$ cat config.mk
export PLATFORM = sky130hd
export DESIGN_NAME = framed_command_receiver
export DESIGN_NICKNAME = d
export VERILOG_FILES = /design/src/sv/fcr_pkg.sv /design/src/sv/fcr_parser.sv /design/src/sv/framed_command_receiver.sv
export SDC_FILE = /design/constraint.sdc
export NUM_CORES = 1
export LEC_CHECK = 0
export BUFFER_PORTS_ARGS = -buffer_cell sky130_fd_sc_hd__buf_2
export CAP_MARGIN = 20
export CORE_AREA = 2 2 121 241
export CTS_CLUSTER_DIAMETER = 100
export DETAILED_ROUTE_END_ITERATION = 6
export DIE_AREA = 0 0 123 243
export HOLD_SLACK_MARGIN = 0.02
export PLACE_DENSITY = 0.59
export RECOVER_POWER = 100
export SYNTH_ARGS = -nofsm -noshare
export SYNTH_HDL_FRONTEND = slang
export SYNTH_HIERARCHICAL = 1
export SYNTH_SLANG_ARGS = --single-unit
export TNS_END_PERCENT = 30
$ cat constraint.sdc
create_clock -name clk -period 5.51 [get_ports clk]
set_input_delay 1.102 -clock clk [delete_from_list [all_inputs] [get_ports clk]]
set_output_delay 1.102 -clock clk [all_outputs]
set_load 0.05 [all_outputs]
$ cat src/sv/fcr_pkg.sv
// Shared constants and result type for the framed command receiver.
`timescale 1ns / 1ps

package fcr_pkg;

    localparam int MAX_PAYLOAD_LIMIT = 8;
    localparam int STORE_DEPTH       = 7;

    localparam logic [7:0] START_BYTE = 8'h3C;   // '<'
    localparam logic [7:0] END_BYTE   = 8'h3E;   // '>'

    localparam logic [1:0] ST_OK     = 2'd0;
    localparam logic [1:0] ST_BADEND = 2'd1;
    localparam logic [1:0] ST_SIZE   = 2'd2;

    typedef logic [7:0] byte_t;

    typedef struct packed {
        logic [1:0]  frame_status;
        logic [7:0]  command_code;
        logic [2:0]  payload_length;
        byte_t [STORE_DEPTH-1:0] data;
        logic [15:0] bad_frame_total;
    } result_t;

endpackage

$ cat src/sv/fcr_parser.sv
// Frame parsing state machine: one received byte per enabled cycle.
`timescale 1ns / 1ps

module fcr_parser (
    input  logic            clk,
    input  logic            rst_n,
    input  logic            step_en,
    input  fcr_pkg::byte_t  rx_byte,
    output logic            emit,
    output fcr_pkg::result_t result
);
    import fcr_pkg::*;

    localparam logic [2:0] PH_WAIT = 3'd0;
    localparam logic [2:0] PH_LEN  = 3'd1;
    localparam logic [2:0] PH_CMD  = 3'd2;
    localparam logic [2:0] PH_DATA = 3'd3;
    localparam logic [2:0] PH_END  = 3'd4;

    logic [2:0]  phase_reg, phase_next;
    logic [2:0]  length_reg, length_next;
    logic [2:0]  index_reg, index_next;
    logic [7:0]  command_reg, command_next;
    logic [15:0] bad_count_reg, bad_count_next;
    byte_t       store_reg [STORE_DEPTH];
    logic        store_we;
    logic        too_long;

    assign too_long = (rx_byte >= 8'(MAX_PAYLOAD_LIMIT)) || (rx_byte > 8'(STORE_DEPTH));

    always_comb
    begin
        phase_next     = phase_reg;
        length_next    = length_reg;
        index_next     = index_reg;
        command_next   = command_reg;
        bad_count_next = bad_count_reg;
        store_we       = 1'b0;
        emit           = 1'b0;
        result         = '0;

        case (phase_reg)
            PH_LEN:
            begin
                if (too_long)
                begin
                    phase_next             = PH_WAIT;
                    emit                   = 1'b1;
                    result.frame_status    = ST_SIZE;
                    result.bad_frame_total = bad_count_reg;
                end
                else
                begin
                    length_next = rx_byte[2:0];
                    phase_next  = PH_CMD;
                end
            end
            PH_CMD:
            begin
                command_next = rx_byte;
                phase_next   = (length_reg != 3'd0) ? PH_DATA : PH_END;
            end
            PH_DATA:
            begin
                store_we   = (index_reg < 3'(STORE_DEPTH));
                index_next = index_reg + 3'd1;
                if (index_next == length_reg)
                begin
                    phase_next = PH_END;
                end
            end
            PH_END:
            begin
                phase_next = PH_WAIT;
                emit       = 1'b1;
                if (rx_byte == END_BYTE)
                begin
                    result.frame_status = ST_OK;
                end
                else
                begin
                    result.frame_status = ST_BADEND;
                    if (bad_count_reg != 16'hFFFF)
                    begin
                        bad_count_next = bad_count_reg + 16'd1;
                    end
                end
                result.command_code    = command_reg;
                result.payload_length  = length_reg;
                result.bad_frame_total = bad_count_next;
                for (int k = 0; k < STORE_DEPTH; k++)
                begin
                    result.data[k] = (3'(k) < length_reg) ? store_reg[k] : 8'd0;
                end
            end
            default:
            begin
                // hunting for the start byte; unused codes land here too
                if (rx_byte == START_BYTE)
                begin
                    phase_next = PH_LEN;
                    index_next = 3'd0;
                end
                else
                begin
                    phase_next = PH_WAIT;
                end
            end
        endcase
    end

    always_ff @(posedge clk or negedge rst_n)
    begin
        if (!rst_n)
        begin
            phase_reg     <= PH_WAIT;
            length_reg    <= 3'd0;
            index_reg     <= 3'd0;
            command_reg   <= 8'd0;
            bad_count_reg <= 16'd0;
        end
        else if (step_en)
        begin
            phase_reg     <= phase_next;
            length_reg    <= length_next;
            index_reg     <= index_next;
            command_reg   <= command_next;
            bad_count_reg <= bad_count_next;
        end
    end

    // payload bytes are only read below the frame length, so no reset needed
    always_ff @(posedge clk)
    begin
        if (step_en && store_we)
        begin
            store_reg[index_reg] <= rx_byte;
        end
    end

endmodule

$ cat src/sv/framed_command_receiver.sv
// Framed command receiver top level: input register, parser, two-entry result buffer.
// An accepted byte is parsed when the parser steps (held while the skid entry is full);
//   its result is registered into the buffer and offered from the front entry.
// Throughput: one byte per cycle while the skid entry is empty; the parser step is a single registered pass.
// s_axis_tready depends only on registers; the result buffer holds two entries.
// Reset (rst_n low, asynchronous): parser hunts for '<', counter and buffers empty.
`timescale 1ns / 1ps

module framed_command_receiver (
    input  logic        clk,
    input  logic        rst_n,
    input  logic        s_axis_tvalid,
    output logic        s_axis_tready,
    input  logic [7:0]  s_axis_tdata,   // rx_byte
    output logic        m_axis_tvalid,
    input  logic        m_axis_tready,
    output logic [87:0] m_axis_tdata,   // command_code, payload_length, data_0..data_6,
                                        // bad_frame_total, zero pad
    output logic [1:0]  m_axis_tuser    // frame_status
);
    import fcr_pkg::*;

    logic    in_valid_reg;
    byte_t   in_byte_reg;
    logic    out_valid_reg, skid_valid_reg;
    result_t out_data_reg, skid_data_reg;
    logic    step_en, emit, pop, push;
    result_t result;

    assign step_en       = in_valid_reg && !skid_valid_reg;
    assign s_axis_tready = !in_valid_reg || !skid_valid_reg;
    assign push          = step_en && emit;
    assign pop           = out_valid_reg && m_axis_tready;

    always_ff @(posedge clk or negedge rst_n)
    begin
        if (!rst_n)
        begin
            in_valid_reg <= 1'b0;
        end
        else if (s_axis_tready)
        begin
            in_valid_reg <= s_axis_tvalid;
        end
    end

    always_ff @(posedge clk)
    begin
        if (s_axis_tready && s_axis_tvalid)
        begin
            in_byte_reg <= s_axis_tdata;
        end
    end

    fcr_parser u_parser (
        .clk     (clk),
        .rst_n   (rst_n),
        .step_en (step_en),
        .rx_byte (in_byte_reg),
        .emit    (emit),
        .result  (result)
    );

    // front entry drives the port; skid entry catches a result while the front stalls
    always_ff @(posedge clk or negedge rst_n)
    begin
        if (!rst_n)
        begin
            out_valid_reg  <= 1'b0;
            skid_valid_reg <= 1'b0;
        end
        else if (pop)
        begin
            if (skid_valid_reg)
            begin
                skid_valid_reg <= push;
            end
            else
            begin
                out_valid_reg <= push;
            end
        end
        else if (push)
        begin
            if (out_valid_reg)
            begin
                skid_valid_reg <= 1'b1;
            end
            else
            begin
                out_valid_reg <= 1'b1;
            end
        end
    end

    always_ff @(posedge clk)
    begin
        if (pop)
        begin
            if (skid_valid_reg)
            begin
                out_data_reg <= skid_data_reg;
                if (push)
                begin
                    skid_data_reg <= result;
                end
            end
            else if (push)
            begin
                out_data_reg <= result;
            end
        end
        else if (push)
        begin
            if (out_valid_reg)
            begin
                skid_data_reg <= result;
            end
            else
            begin
                out_data_reg <= result;
            end
        end
    end

    assign m_axis_tvalid = out_valid_reg;
    assign m_axis_tuser  = out_data_reg.frame_status;
    assign m_axis_tdata  = {5'd0,
                            out_data_reg.bad_frame_total,
                            out_data_reg.data,
                            out_data_reg.payload_length,
                            out_data_reg.command_code};

endmodule
==> results.json, run 1 <==
{
  "antenna_cells": 0,
  "cts_tree": "yes",
  "hold_buffers": 0,
  "grt_pass1_vias": 6007,
  "hold_path_depth": 1,
  "syn2layout_area_growth_pct": 10.5,
  "leakagePower_nw": 4.27,
  "fin_setup_tns_ps": 0,
  "switchingPower_w": 0.000759,
  "ys_seq_area_frac": 0.712,
  "crit_top_cell": "and2_1",
  "crit_chain": "nor3b_1, clkbuf_1, and2_1, and3_1, and2_1, mux2_1",
  "gr-total-overflow": 0,
  "ys_seq_elements": 270,
  "r2r_cells": 6,
  "worst_hold_path.endpoint": "u_parser/command_reg[2]$_DFFE_PN0P_",
  "antenna_left": 0,
  "gp_congestion": 0.896,
  "cts_buffers": 23,
  "seqPwrFrac": 0.593,
  "fin_crit_ps": 4240,
  "worstPathRequired_ps": 5900,
  "io_buffers": 98,
  "critical_path_arrival_ps": 4630,
  "worstMarginPinSlew_ps": 2080,
  "vias_per_cell": 5.06,
  "grt_max_degree": 61,
  "core_region_area_um2": 28100,
  "violations": "capacitance limit, slew limit",
  "netlist_instances": 680,
  "syn-mean-instance-area_um2": 16.4,
  "antenna_found_initial": 0,
  "dp_hpwl_um": 15300,
  "cp_slowest_cell": "nor3b_1",
  "routed-via-count": 5851,
  "synth.cell_area_um2": 11100,
  "crit_start": "u_parser/phase_reg[2]$_DFFE_PN0P_",
  "start_kind": "register",
  "stdcell_area_um2": 12300,
  "synth_top_area_share": 0.631,
  "rr_startpoint": "u_parser/phase_reg[2]$_DFFE_PN0P_",
  "combPwrFrac": 0.010,
  "largest_register_ffs": 85,
  "maxSlewViolCount": 89,
  "drtIter0Drc": 285,
  "rsz0062_at_grt": "no",
  "timing.fmax_mhz": 236,
  "start_util": 0.397,
  "final-instance-count-excl-fill": 1156,
  "p_int_w": 0.00299,
  "max_cap_violations": 3,
  "synth_edf_count": 234,
  "nets": 797,
  "cts_post_setup_buffers_inserted": 0,
  "regToRegSetupSlack_ps": 1270,
  "crit_type": "register to register",
  "drtPass1Iterations": 4,
  "path_clk_slew_ps": 70,
  "grt_pass1_wl_um": 33500,
  "yosysWarningCount": 6,
  "drt_wl_total_um": 22400,
  "hold_path_class": "register to register",
  "sw_frac_of_total": 0.202,
  "drive_above_1_share": 0.111,
  "synth.distinct_cells": 52,
  "setup_viol": 0,
  "dpl_worst_slack_ps": 2090,
  "powerDensity_nw_per_um2": 305,
  "die_w_um": 123,
  "boundaryPins": 104,
  "synth_largest_area_cell": "edfxtp_1",
  "fp.dieH_um": 243,
  "layout_setup_ws_ps": 1270,
  "wire_per_inst_um": 19.4,
  "h-tree-depth": 1,
  "clock_skew_ps": 9.94,
  "end_kind": "register",
  "die_area_um2": 29900,
  "synth_commonest_cells": "234 x edfxtp_1, 53 x and2_1, 50 x mux2_4, 47 x mux2_2, 36 x dfrtp_1",
  "crit_path_max_incr_delay_ps": 1600,
  "min_from": "u_parser/command_reg[2]$_DFFE_PN0P_",
  "place_area_um2": 11900,
  "slew_headroom": -0.387,
  "ctsResizeCount": 0,
  "async_flop_share": 0.133,
  "cts_sinks": 270,
  "drcViolationCount": 0,
  "crit_path_max_fanout": 21,
  "cts_root_buffer": "clkbuf_16",
  "clockPowerShare": 0.397,
  "post-route-util": 0.438,
  "hold_viol_final": 0,
  "r2r_end": "m_axis_tdata[65]$_DFFE_PP_",
  "clk_latency_ps": 520,
  "peakVddDrop_mv": 0.165,
  "synth_most_common_cell": "edfxtp_1",
  "ctsLongestPathBuffers": 3,
  "fin_crit_sh": 0.770,
  "synthFlopType": "edfxtp_1",
  "std_cell_rows": 87,
  "synth_area_leaders": "edfxtp_1 63%, dfrtp_1 8.1%, mux2_4 6.7%",
  "dp.cells": 1111,
  "grt_usage": 0.148,
  "status": "complete, but fails checks"
}
## critical path: cells and delay by family, from the launching register on
| family | cells | cell delay [ps] |
|---|---|---|
| buffers and inverters | 1 | 750 |
| AND/OR/NAND/NOR | 4 | 2640 |
| multiplexers | 1 | 150 |
| flip-flops | 1 | 550 |
## final cells by class
cell class / count / area [µm²]
clock buffer: 28 / 594
clock inverter: 14 / 82.6
fill: 2636 / 15800
inverter: 8 / 30.0
multi-input combinational: 372 / 2800
sequential: 270 / 7930
tap: 356 / 445
timing repair buffer: 108 / 417
## cell families (layout without fill, tap and decap cells)
family	Yosys count	count (layout)	synth area share
buffers and inverters	42	158	0.0225
adders and majority gates	2	2	0.00225
and+or+nand+nor	187	187	0.0969
muxes	100	100	0.118
other	1	5	0.000337
AOI/OAI and AO/OA	65	65	0.0371
xor gates and xnor gates	13	13	0.0115
DFF	270	270	0.712
## per-layer routing
layer,vias to the layer above,track usage,wire [µm],share of wire
li1,2773,-,-,-
met4,0,0.0678,960,0.043
met5,-,0,0,0
met1,2924,0.147,7930,0.35
met2,111,0.293,12800,0.57
met3,43,0.0172,688,0.031
## worst max-delay path by stage
| stage | cells past startpoint | endpoint |
|---|---|---|
| global placement | 7 | m_axis_tdata[70]$_DFFE_PP_ |
| global route | 6 | m_axis_tdata[66]$_DFFE_PP_ |
| detailed placement | 7 | m_axis_tdata[65]$_DFFE_PP_ |
| finish | 6 | m_axis_tdata[65]$_DFFE_PP_ |
| floorplan | 6 | m_axis_tdata[0]$_DFFE_PP_ |
| CTS | 7 | m_axis_tdata[64]$_DFFE_PP_ |
## cells in the final DEF, fill, tap and decap left out, types with 6 or more instances in the layout
| master | n |
|---|---|
| a21oi_1 | 13 |
| a31oi_1 | 12 |
| and2_0 | 41 |
| and2_1 | 12 |
| and3_1 | 22 |
| clkbuf_1 | 108 |
| clkbuf_16 | 23 |
| dfrtp_1 | 36 |
| edfxtp_1 | 234 |
| inv_1 | 8 |
| mux2_1 | 49 |
| mux2_2 | 43 |
| nand2_1 | 27 |
| nand2b_1 | 6 |
| nand3_1 | 12 |
| nor2_1 | 17 |
| nor3_1 | 16 |
| o21ai_0 | 14 |
| or4_1 | 9 |
| xor2_1 | 9 |
## stage by stage
step	power, W	hold WS (ps)
2_1_floorplan	0.00228	472
3_3_place_gp	0.00231	485
3_5_place_dp	0.00231	492
4_1_cts	0.00380	507
5_1_grt	0.00386	520
6_report	0.00375	504
## power groups by stage
stage               logic [W]  clock network, W  registers (W)
floorplan           0.0000205                 0        0.00226
global placement    0.0000397                 0        0.00227
detailed placement  0.0000399                 0        0.00227
CTS                 0.0000400           0.00154        0.00222
global route        0.0000398           0.00160        0.00222
finish              0.0000368           0.00149        0.00222
Note: power is estimated with default switching activity, not from simulation.
==> inputs of run 2 (changes only) <==
==> constraint.sdc (replaced) <==
create_clock -name clk -period 3.9 [get_ports clk]
set_input_delay 0.78 -clock clk [delete_from_list [all_inputs] [get_ports clk]]
set_output_delay 0.78 -clock clk [all_outputs]
set_load 0.05 [all_outputs]
==> run 2 against run 1 <==
The flow still finishes with violations (capacitance limit, slew limit). Final area increased by 1.1%. Non-clock buffer count decreased by 1. Wire length is 0.49% lower. Clock power increased by 58%. Core utilization up 0.49 points. Total power is 48% higher. Critical path depth is 1 higher. Largest power group unchanged. Global-route usage up 0.40 points. Die area unchanged.
==> results.json, run 2 (synthesis results as in run 1) <==
{
  "cp_top_family": "simple AND/OR/NAND/NOR gates",
  "wl_met2_um": 12700,
  "fp.dieH_um": 243,
  "fin_crit_sh": 0.730,
  "fin_setup_tns_ps": 0,
  "grt_max_degree": 86,
  "cp_slowest_cell": "clkbuf_2",
  "io_buffers": 98,
  "h-tree-depth": 1,
  "cts_sinks": 270,
  "cts_root_buffer": "clkbuf_16",
  "boundaryPins": 104,
  "maxSlewViolCount": 37,
  "crit_type": "register to register",
  "cts_post_setup_buffers_inserted": 0,
  "worstPathRequired_ps": 4040,
  "start_util": 0.397,
  "dr_wl_met3_um": 715,
  "post-route-util": 0.443,
  "drt_wl_total_um": 22300,
  "grt_usage": 0.152,
  "largest_register_ffs": 85,
  "core_region_area_um2": 28100,
  "nFillCells": 2581,
  "drcViolationCount": 0,
  "powerDensity_nw_per_um2": 446,
  "hold_viol_final": 0,
  "cts_tree": "yes",
  "ctsResizeCount": 0,
  "clock_skew_ps": 34.9,
  "drtIter0Drc": 246,
  "dp_hpwl_um": 15300,
  "antenna_found_initial": 0,
  "critical_path_arrival_ps": 2980,
  "drtPass1Iterations": 5,
  "die_area_um2": 29900,
  "fin_crit_ps": 2850,
  "end_kind": "register",
  "nets": 796,
  "crit_buf_inv": 1,
  "crit_path_max_incr_delay_ps": 660,
  "max_cap_violations": 1,
  "grt_pass1_wl_um": 34200,
  "drive_above_1_share": 0.120,
  "syn2layout_area_growth_pct": 11.7,
  "final_cell_mix": "234 x edfxtp_1, 101 x clkbuf_1, 54 x mux2_1",
  "hold_path_class": "input port to register",
  "cts_buffers": 23,
  "ctsLongestPathBuffers": 3,
  "wl_met1_um": 7680,
  "highest_layer": "met4",
  "std_cell_rows": 87,
  "antenna_cells": 0,
  "crit_path_max_fanout": 31,
  "start_kind": "register",
  "peakVddDrop_mv": 0.322,
  "hold_buffers": 0,
  "leakagePower_nw": 4.33,
  "slew_headroom": -0.372,
  "timing.fmax_mhz": 351,
  "layout_commonest_cell": "edfxtp_1",
  "multi_input_area_um2": 2820,
  "seqCellArea_um2": 7930,
  "rsz0062_at_grt": "no",
  "die_w_um": 123,
  "gp_congestion": 0.864,
  "crit_chain": "or4_1, nor2_1, or3_1, nand2_1, nand3b_1, a21oi_4, clkbuf_2",
  "setup_viol": 0,
  "status": "complete, but fails checks",
  "gr-total-overflow": 0,
  "clk_latency_ps": 530,
  "grt_pass1_vias": 6089,
  "antenna_left": 0,
  "worstMarginPinSlew_ps": 2060,
  "vias_per_cell": 5.04,
  "routed-via-count": 5820,
  "wire_per_inst_um": 19.3,
  "violations": "capacitance limit, slew limit",
  "path_clk_slew_ps": 70
}
-- run 2: where the power goes --
part / leakage, nW / switching [W] / internal (W) / total (W)
clock: 0.379 / 0.00102 / 0.00133 / 0.00235
sequential: 2.44 / 0.0000219 / 0.00312 / 0.00314
combinational: 1.51 / 0.0000442 / 0.00000936 / 0.0000535
total: 4.33 / 0.00108 / 0.00446 / 0.00554
-- run 2: path summary, 6_finish.rpt --
kind / from / to / slack [ps] / cells after the start
min: s_axis_tvalid / in_valid_reg$_DFFE_PN0P_ / 450 / 2
max reg2reg: in_byte_reg[6]$_DFFE_PP_ / m_axis_tdata[57]$_DFFE_PP_ / 1050 / 7
max in group asynchronous: rst_n / u_parser/bad_count_reg[1]$_DFFE_PN0P_ / 1860 / 1
max: in_byte_reg[6]$_DFFE_PP_ / m_axis_tdata[57]$_DFFE_PP_ / 1050 / 7
min reg2reg: u_parser/command_reg[5]$_DFFE_PN0P_ / u_parser/command_reg[5]$_DFFE_PN0P_ / 520 / 1
min in group asynchronous: rst_n / in_valid_reg$_DFFE_PN0P_ / 830 / 1
-- run 2: cell type report --
type | instances | share of cell area
multi-input cells | 372 | 0.227
inverters | 8 | 0.00241
clock inverters | 15 | 0.0132
clock buffers | 27 | 0.0491
flip-flops and latches | 270 | 0.637
repair buffers | 107 | 0.0351
well taps | 356 | 0.0358
-- run 2: through the flow --
step	power, W	instance area (µm²)	hold WS, ps	instances	setup slack, ps
final	0.00554	12400	447	1155	1050
after floorplan	0.00323	11200	472	684	297
after global placement	0.00326	12000	495	1113	1130
after detailed placement	0.00326	12000	499	1113	1110
after CTS	0.00562	12800	362	1155	1100
after global routing	0.00572	12400	457	1155	872
-- run 2: layer usage --
metal  vias to the layer above  GRT usage
met1                      2892      0.152
met5                         -          0
li1                       2764          -
met3                        44     0.0181
met4                         0     0.0782
met2                       120      0.295
==> inputs of run 3 (changes only) <==
==> constraint.sdc (replaced) <==
create_clock -name clk -period 2.54 [get_ports clk]
set_input_delay 0.508 -clock clk [delete_from_list [all_inputs] [get_ports clk]]
set_output_delay 0.508 -clock clk [all_outputs]
set_load 0.05 [all_outputs]
==> run 3 against run 2 <==
The run still ends with capacitance limit, slew limit left. Clock skew down 17 ps. Sequential power up 53%. First-iteration DRC count up 6.1%. Count of clock-buffer cells in the layout down 1. Hold slack worse by 260 ps. Clock power up 51%. Final area up 4.0%. Via count up 3.4%. Global-route usage up 0.059 points. Critical endpoint is now m_axis_tdata[82]$_DFFE_PP_.
==> results.json, run 3 (synthesis results as in run 1) <==
{
  "place_area_um2": 12400,
  "crit_chain": "and4_2, a211o_1, or4_4, a21o_1, a22o_1, mux2_2",
  "path_clk_slew_ps": 70,
  "grt_usage": 0.153,
  "fin_setup_tns_ps": 0,
  "critical_path_arrival_ps": 2820,
  "max_cap_violations": 1,
  "hold_path_class": "input port to register",
  "crit_type": "register to register",
  "timing.fmax_mhz": 394,
  "cp_top_family": "simple AND/OR/NAND/NOR gates",
  "fin_crit_ps": 2540,
  "largest_register_ffs": 85,
  "std_cell_rows": 87,
  "dp_hpwl_um": 15800,
  "drtPass1Iterations": 4,
  "hold_path_depth": 2,
  "stdcell_area_um2": 12900,
  "clock_skew_ps": 18.3,
  "antenna_found_initial": 0,
  "grt_pass1_wl_um": 34600,
  "wire_per_inst_um": 18.9,
  "grt_pass1_vias": 6137,
  "die_area_um2": 29900,
  "crit_path_max_fanout": 5,
  "routed-via-count": 6019,
  "setup_viol": 0,
  "dp.cells": 1154,
  "post-route-util": 0.461,
  "maxSlewViolCount": 37,
  "fin_crit_sh": 0.999,
  "r2r_cells": 6,
  "violations": "capacitance limit, slew limit",
  "final_cell_mix": "234 x edfxtp_1, 101 x clkbuf_1, 47 x mux2_2",
  "cp_slowest_cell": "or4_4",
  "cts_tree": "yes",
  "fp.dieH_um": 243,
  "h-tree-depth": 1,
  "end_kind": "register",
  "leakagePower_nw": 4.66,
  "drcViolationCount": 0,
  "ctsLongestPathBuffers": 3,
  "io_buffers": 98,
  "layout_commonest_cell": "edfxtp_1",
  "antenna_left": 0,
  "core_region_area_um2": 28100,
  "drt_wl_total_um": 22600,
  "boundaryPins": 104,
  "clk_latency_ps": 530,
  "slew_headroom": -0.468,
  "worstPathRequired_ps": 2820,
  "start_kind": "register",
  "rsz0062_at_grt": "yes",
  "cts_sinks": 270,
  "antenna_cells": 0,
  "cts_post_setup_buffers_inserted": 0,
  "hold_viol_final": 0,
  "gr-total-overflow": 0,
  "crit_path_max_incr_delay_ps": 520,
  "start_util": 0.397,
  "drtIter0Drc": 261,
  "die_w_um": 123,
  "nets": 838,
  "status": "complete, but fails checks",
  "syn2layout_area_growth_pct": 16.2,
  "worstMarginPinSlew_ps": 2200,
  "cp.depth": 6,
  "drive_above_1_share": 0.210,
  "gp_congestion": 0.883,
  "final-instance-count-excl-fill": 1195,
  "cts_root_buffer": "clkbuf_16",
  "whs_ps": 183,
  "crit_buf_inv": 0,
  "powerDensity_nw_per_um2": 654,
  "peakVddDrop_mv": 0.393,
  "grt_max_degree": 45,
  "vias_per_cell": 5.04,
  "cts_buffers": 24
}
[run 3: worst paths after layout]
path | slack, ps | start | end
hold / removal | 180 | s_axis_tvalid | in_valid_reg$_DFFE_PN0P_
min in group asynchronous | 620 | rst_n | in_valid_reg$_DFFE_PN0P_
hold reg to reg | 500 | u_parser/command_reg[4]$_DFFE_PN0P_ | u_parser/command_reg[4]$_DFFE_PN0P_
setup reg to reg | 2 | in_byte_reg[3]$_DFFE_PP_ | m_axis_tdata[82]$_DFFE_PP_
max in group asynchronous | 640 | rst_n | u_parser/command_reg[3]$_DFFE_PN0P_
setup / recovery | 2 | in_byte_reg[3]$_DFFE_PP_ | m_axis_tdata[82]$_DFFE_PP_
[run 3: final cells by class]
type                    instances  area (µm²)
fillers                      2549       15100
flip-flops and latches        270        7930
multi-input cells             372        2960
repair buffers                148         813
clock buffers                  26         629
well taps                     356         445
clock inverters                15         134
inverters                       8        30.0
[run 3: what timing repair did]
action	CTS	global route
resized for setup	2	2
endpoints found under the hold margin	0	0
cloned	0	0
endpoints found under the setup margin	1	9
pin swaps	0	0
hold buffers	0	0
[run 3: worst register-to-register path, stage by stage, from the launching register on]
cell      delay (ps)
edfxtp_1         420
and4_2           310
a211o_1          350
or4_4            520
a21o_1           200
a22o_1           240
mux2_2           260
[run 3: metrics by stage]
stage	total power [W]	setup WS [ps]
after floorplan	0.00495	-516
after global placement	0.00502	44.7
after detailed placement	0.00502	-34.5
after CTS	0.00856	20.9
after global routing	0.00872	-63.4
final	0.00845	1.61
[run 3: routing by layer]
| metal | GRT usage | vias up | part of all wire |
|---|---|---|---|
| met3 | 0.0186 | 44 | 0.035 |
| li1 | - | 2858 | - |
| met1 | 0.159 | 2982 | 0.34 |
| met4 | 0.0655 | 0 | 0.041 |
| met5 | 0 | - | 0 |
| met2 | 0.296 | 135 | 0.58 |
[run 3: power breakdown]
group	switching, W	leakage [nW]	total, W	internal, W
sequential	0.00000940	2.44	0.00480	0.00479
clock	0.00154	0.370	0.00354	0.00199
combinational	0.0000994	1.85	0.000120	0.0000208
